### src/rtl/toeq_pkg.sv
// Shared types and constants for the time-ordered event queue.
package toeq_pkg;

	// Command codes
	localparam logic [1:0] CMD_INSERT = 2'd0;
	localparam logic [1:0] CMD_REMOVE = 2'd1;
	localparam logic [1:0] CMD_REPORT = 2'd2;

	// Status codes
	localparam logic [1:0] ST_OK    = 2'd0;
	localparam logic [1:0] ST_FULL  = 2'd1;
	localparam logic [1:0] ST_EMPTY = 2'd2;

	// Request payload
	typedef struct packed {
		logic [1:0]         cmd;
		logic [31:0]        event_time;
		logic signed [15:0] event_qty;
	} req_t;

	// Response payload
	typedef struct packed {
		logic [31:0]        head_time;
		logic signed [15:0] head_qty;
		logic               is_empty;
		logic [1:0]         status;
	} rsp_t;

	// One stored event
	typedef struct packed {
		logic        vld;
		logic [31:0] slot_time;
		logic [15:0] slot_qty;
	} entry_t;

	// Operation broadcast to every cell in the chain
	typedef struct packed {
		logic        ins;
		logic        rem;
		logic [31:0] new_time;
		logic [15:0] new_qty;
	} cell_op_t;

endpackage

### src/rtl/toeq_cell.sv
// One cell of the sorted chain: holds one event and shifts toward either neighbor.
module toeq_cell
	import toeq_pkg::*;
(
	input  logic     clk,
	input  logic     arst_n,
	input  cell_op_t op,
	input  entry_t   left_entry,
	input  logic     left_keep,
	input  entry_t   right_entry,
	output entry_t   entry,
	output logic     keep,
	output entry_t   entry_next
);

	entry_t entry_q;

	// A cell keeps its event on insert when that event is strictly earlier
	assign keep = entry_q.vld && (entry_q.slot_time < op.new_time);

	// Next content: hold, take the new event, or shift from a neighbor
	always_comb begin
		entry_next = entry_q;
		if (op.ins) begin
			if (!keep) begin
				if (left_keep) begin
					entry_next.vld       = 1'b1;
					entry_next.slot_time = op.new_time;
					entry_next.slot_qty  = op.new_qty;
				end else begin
					entry_next = left_entry;
				end
			end
		end else if (op.rem) begin
			entry_next = right_entry;
		end
	end

	always_ff @(posedge clk or negedge arst_n) begin
		if (!arst_n) begin
			entry_q <= '0;
		end else begin
			entry_q <= entry_next;
		end
	end

	assign entry = entry_q;

endmodule

### src/rtl/time_ordered_event_queue.sv
// Top level of the time-ordered event queue: cell chain, command decode, response register.
// A sorted queue of up to DEPTH events held in a chain of DEPTH cells, earliest at
// cell 0; every cell compares the incoming time at once, so one request is taken
// per cycle, and its response is presented in the response register on the
// following cycle. A request is held off only while an earlier response waits
// under rsp_stall. Equal times place the newest event first. Inserting into a
// full queue and removing from an empty one leave the queue untouched and are
// flagged in status. Storage scales linearly with DEPTH; the queue is empty
// after reset.
module time_ordered_event_queue
	import toeq_pkg::*;
#(
	parameter int DEPTH = 16
) (
	input  logic clk,
	input  logic arst_n,
	input  logic req_valid,
	output logic req_stall,
	input  req_t req,
	output logic rsp_valid,
	input  logic rsp_stall,
	output rsp_t rsp
);

	entry_t   cell_entry [DEPTH];
	entry_t   cell_next  [DEPTH];
	logic     cell_keep  [DEPTH];
	cell_op_t op;
	logic     accept;
	logic     full;
	logic     empty;
	logic     drop_full;
	logic     drop_empty;
	logic [1:0] status;
	rsp_t     rsp_q;
	logic     rsp_valid_q;

	// Handshake: take a request unless a response is waiting
	assign req_stall = rsp_valid_q && rsp_stall;
	assign accept    = req_valid && !req_stall;

	// Command decode and guard cases
	assign full       = cell_entry[DEPTH-1].vld;
	assign empty      = !cell_entry[0].vld;
	assign drop_full  = (req.cmd == CMD_INSERT) && full;
	assign drop_empty = (req.cmd == CMD_REMOVE) && empty;

	always_comb begin
		op          = '0;
		op.new_time = req.event_time;
		op.new_qty  = req.event_qty;
		op.ins      = accept && (req.cmd == CMD_INSERT) && !full;
		op.rem      = accept && (req.cmd == CMD_REMOVE) && !empty;
		if (drop_full) begin
			status = ST_FULL;
		end else if (drop_empty) begin
			status = ST_EMPTY;
		end else begin
			status = ST_OK;
		end
	end

	// Chain of cells, earliest event at cell 0
	for (genvar i = 0; i < DEPTH; i++) begin : g_cell
		entry_t left_e;
		entry_t right_e;
		logic   left_k;

		if (i == 0) begin : g_first
			assign left_e = '0;
			assign left_k = 1'b1;
		end else begin : g_mid
			assign left_e = cell_entry[i-1];
			assign left_k = cell_keep[i-1];
		end

		if (i == DEPTH - 1) begin : g_last
			assign right_e = '0;
		end else begin : g_inner
			assign right_e = cell_entry[i+1];
		end

		toeq_cell u_cell (
			.clk        (clk),
			.arst_n     (arst_n),
			.op         (op),
			.left_entry (left_e),
			.left_keep  (left_k),
			.right_entry(right_e),
			.entry      (cell_entry[i]),
			.keep       (cell_keep[i]),
			.entry_next (cell_next[i])
		);
	end

	// Response register: head after the step, zero when empty
	always_ff @(posedge clk or negedge arst_n) begin
		if (!arst_n) begin
			rsp_valid_q <= 1'b0;
			rsp_q       <= '0;
		end else if (accept) begin
			rsp_valid_q        <= 1'b1;
			rsp_q.is_empty     <= !cell_next[0].vld;
			rsp_q.head_time    <= cell_next[0].vld ? cell_next[0].slot_time : 32'd0;
			rsp_q.head_qty     <= cell_next[0].vld ? cell_next[0].slot_qty : 16'sd0;
			rsp_q.status       <= status;
		end else if (!rsp_stall) begin
			rsp_valid_q <= 1'b0;
		end
	end

	assign rsp_valid = rsp_valid_q;
	assign rsp       = rsp_q;

	// Checks
	a_full_flag : assert property (@(posedge clk) disable iff (!arst_n)
		accept && (req.cmd == CMD_INSERT) && full |=> rsp_q.status == ST_FULL)
		else $error("insert into full queue not flagged");

	a_empty_zero : assert property (@(posedge clk) disable iff (!arst_n)
		rsp_valid_q && rsp_q.is_empty |-> (rsp_q.head_time == 32'd0) && (rsp_q.head_qty == 16'sd0))
		else $error("empty response carries nonzero head");

	a_empty_match : assert property (@(posedge clk) disable iff (!arst_n)
		rsp_valid_q && !$past(accept) |-> rsp_q.is_empty == !cell_entry[0].vld)
		else $error("empty flag disagrees with head cell");

	a_prefix : assert property (@(posedge clk) disable iff (!arst_n)
		cell_entry[1].vld |-> cell_entry[0].vld)
		else $error("hole at head of chain");

endmodule
### config.mk
export PLATFORM = sky130hd
export DESIGN_NAME = time_ordered_event_queue
export DESIGN_NICKNAME = d
export VERILOG_FILES = /design/src/rtl/toeq_pkg.sv /design/src/rtl/toeq_cell.sv /design/src/rtl/time_ordered_event_queue.sv
export SDC_FILE = /design/constraint.sdc
export NUM_CORES = 2
export LEC_CHECK = 0
export ABC_CLOCK_PERIOD_IN_PS = 3200
export CAP_MARGIN = 25
export CORE_MARGIN = 2
export CORE_UTILIZATION = 60
export DETAILED_ROUTE_END_ITERATION = 10
export DONT_BUFFER_PORTS = 1
export PLACE_DENSITY = 0.73
export SETUP_SLACK_MARGIN = 0.1
export SYNTH_ARGS = -nofsm -noshare
export SYNTH_HDL_FRONTEND = slang
export SYNTH_SLANG_ARGS = --single-unit
### constraint.sdc
create_clock -name clk -period 3.2 [get_ports clk]
set_input_delay 0.32 -clock clk [delete_from_list [all_inputs] [get_ports clk]]
set_output_delay 0.32 -clock clk [all_outputs]
set_load 0.005 [all_outputs]
==> results.json <==
{
  "status": "finished, violations left",
  "violations": "hold timing, slew limit",
  "slew_violations": 94,
  "yosysWarningCount": 0,
  "place.port_buffers": 0,
  "required_ns": 3.78,
  "arrival_ns": 3.63,
  "slowest_delay_ns": 0.47,
  "dp_hpwl_um": 111000,
  "final_nets": 6301,
  "avgSynthCellArea_sq_um": 9.22,
  "final_cell_mix": "dfrtp_1 (836), a21oi_1 (730), mux2i_1 (482)",
  "place_congestion": 0.916,
  "ys_seq_elements": 836,
  "yosys.area_share.simple": 0.132,
  "synthArstFlopShare": 1.00,
  "syn-cell-area_sq_um": 54700,
  "tns_ns": 0,
  "startpoint_type": "flop",
  "cts_root_buf": "clkbuf_16",
  "drtAntennaViolNets": 0,
  "placedInstanceArea_sq_um": 57100,
  "internal-power_w": 0.0325,
  "vias": 48700,
  "grt_max_degree": 837,
  "synthMuxAreaShare": 0.0883,
  "worst-slew-pin-transition_ns": 1.58,
  "synth_area_leaders": "dfrtp_1 (38%), ha_1 (11%), mux2i_1 (8.8%)",
  "synth_edf_count": 0,
  "power.density_nw_per_um2": 895,
  "min_period_ns": 3.05,
  "synth_top_family_by_area": "compound AO/OA/AOI/OAI gates",
  "final_cell_area_sq_um": 61200,
  "drtIter0Drc": 4707,
  "coreArea_sq_um": 90100,
  "clkTransAtPathRegs_ns": 0.06,
  "drive_above_1_share": 0.0863,
  "grt_pass1_wl_um": 270000,
  "final_common_cell": "dfrtp_1",
  "ir_worst_vdd_v": 0.000527,
  "cpMostUsedCell": "o21ai_0",
  "syn2layout_area_growth_pct": 12.0,
  "h-tree-depth": 3,
  "p_leak_nw": 30.2,
  "viasPerCell": 6.89,
  "worstSetupEndpointType": "flop",
  "rsz0062_at_grt": "true",
  "cts_hold_buf": 54,
  "fmaxAchievable_mhz": 328,
  "grt.overflow.total": 0,
  "synth-seq-area-share": 0.383,
  "p_sw_frac": 0.406,
  "fin_crit_sh": 0.953,
  "holdCritPathClass": "in -> async",
  "final_util": 0.679,
  "dieArea_sq_um": 93500,
  "die_width_um": 306,
  "cp_top_family": "compound AO/OA/AOI/OAI gates",
  "cts_buffers": 94,
  "synthXorXnorAreaFrac": 0,
  "finalSetupViolations": 0,
  "insertion_delay_ns": 0.69,
  "max-cap-violations": 0,
  "synth-compound-area-share": 0.242,
  "switchingPower_w": 0.0222,
  "grtUsageTotal": 0.354,
  "first_global_vias": 49100,
  "yosys_most_used_dff": "dfrtp_1",
  "row_count": 110,
  "cp_slowest_cell": "o21ai_4",
  "clk_path_buf_depth": 3,
  "firstDrtPassIters": 8,
  "avgRoutedWirePerCell_um": 23.8,
  "initial_core_util": 0.606,
  "ys_types": 66,
  "io_pins": 107,
  "antenna_found_initial": 34,
  "critPathBufInv": 1,
  "wirelength_um": 168000,
  "syn_inst": 5931,
  "synthesis.nets": 6450,
  "finalHoldViolCount": 226,
  "comb_power_share": 0.421,
  "fin_skew_ns": 0.0238,
  "crit_chain": "ha_1, and4_1, o21ai_0, nor3_2, o211ai_1, and3_4, o21ai_4, nand2_1, buf_12, o21ai_0",
  "drc": 0,
  "critPathKind": "reg -> reg",
  "yosysTopAreaCellShare": 0.383,
  "synth_largest_area_cell": "dfrtp_1",
  "die_h_um": 306,
  "cts_tree": "done",
  "slew_headroom": -0.0534,
  "clockPowerShare": 0.206,
  "cts_sinks": 836,
  "seqPwrFrac": 0.372,
  "synth_fa_ha_area_frac": 0.106,
  "worstPathMaxFanout": 48,
  "hold_slack_ns": -0.364
}
final cells by class:
cell class | instances | area [sq um]
multi-input combinational | 4443 | 31500
fill | 7125 | 28900
sequential | 836 | 20900
timing repair buffer | 315 | 3740
clock buffer | 141 | 2800
tap | 1176 | 1470
clock inverter | 26 | 374
inverter | 92 | 345
antenna | 43 | 108
sequential cells by signal, indices dropped and copies added, names as in the netlist:
register and count:
rsp_valid 1, g_cell.u_cell.entry 784, rsp 51
cell families (layout without fill, tap and decap cells):
family | after synthesis | in the layout
AO/OA/AOI/OAI | 2086 | 2086
adder cells (fa/ha/maj) | 465 | 465
buffers and inverters | 652 | 574
flip-flops | 836 | 836
multiplexers | 482 | 482
other | 0 | 43
AND/OR/NAND/NOR | 1410 | 1410
through the flow:
stage          power, W  setup WS (ns)  cells  hold WS (ns)
2_1_floorplan    0.0354          0.175   5931        0.0244
3_3_place_gp     0.0415        -0.0521   6799        0.0670
3_5_place_dp     0.0425         -0.103   6799        0.0651
4_1_cts          0.0542          0.110   7020        -0.654
5_1_grt          0.0585         0.0531   7070        -0.124
6_report         0.0548          0.150   7072        -0.364
metal layers:
| metal | up-vias | track usage | share of wire |
|---|---|---|---|
| li1 | 22100 | - | - |
| met1 | 24200 | 0.443 | 0.40 |
| met2 | 1797 | 0.606 | 0.50 |
| met3 | 534 | 0.0333 | 0.047 |
| met4 | 0 | 0.193 | 0.056 |
| met5 | - | 0 | 0 |
timing repair:
item,in CTS,in global routing
gates resized for setup,5,23
cloned,0,1
endpoints found under the setup margin,270,527
buffers inserted,0,4
hold endpoints to repair,1468,201
pin swaps,0,4
synth_stat cells (all sizes together), types with 9 or more instances:
cell	count
a2111oi	10
a211oi	76
a21o	122
a21oi	737
a221o	51
a221oi	23
a22o	160
a22oi	17
and3	324
and4	13
buf	147
clkbuf	413
dfrtp	836
ha	465
inv	92
mux2i	482
nand2	231
nand2b	18
nand3	396
nand4	66
nor2	181
nor2b	23
nor3	127
o211a	18
o211ai	259
o21a	16
o21ai	490
o221a	34
o2bb2ai	17
o31ai	9
or2	9
power by group through the flow:
stage                     Sequential [W]  Combinational, W  Clock, W
final                             0.0204            0.0231    0.0113
after global routing              0.0210            0.0257    0.0118
after CTS                         0.0203            0.0224    0.0114
after detailed placement          0.0204            0.0221         0
after global placement            0.0204            0.0212         0
after floorplan                   0.0185            0.0169         0
worst paths after layout:
| kind | from | to | slack [ns] | cells after the start |
|---|---|---|---|---|
| worst min register to register | g_cell[15].u_cell.entry[37] | g_cell[15].u_cell.entry[37] | 0.48 | 2 |
| worst min-delay path | arst_n | g_cell[15].u_cell.entry[10] | -0.36 | 1 |
| worst max-delay path | g_cell[11].u_cell.entry[23] | g_cell[11].u_cell.entry[33] | 0.15 | 10 |
| min in group clk | req_valid | rsp[1] | 0.08 | 2 |
| max in group asynchronous | arst_n | rsp[30] | 1.13 | 3 |
| worst max register to register | g_cell[11].u_cell.entry[23] | g_cell[11].u_cell.entry[33] | 0.15 | 10 |
Power figures use the tool's default switching activity.
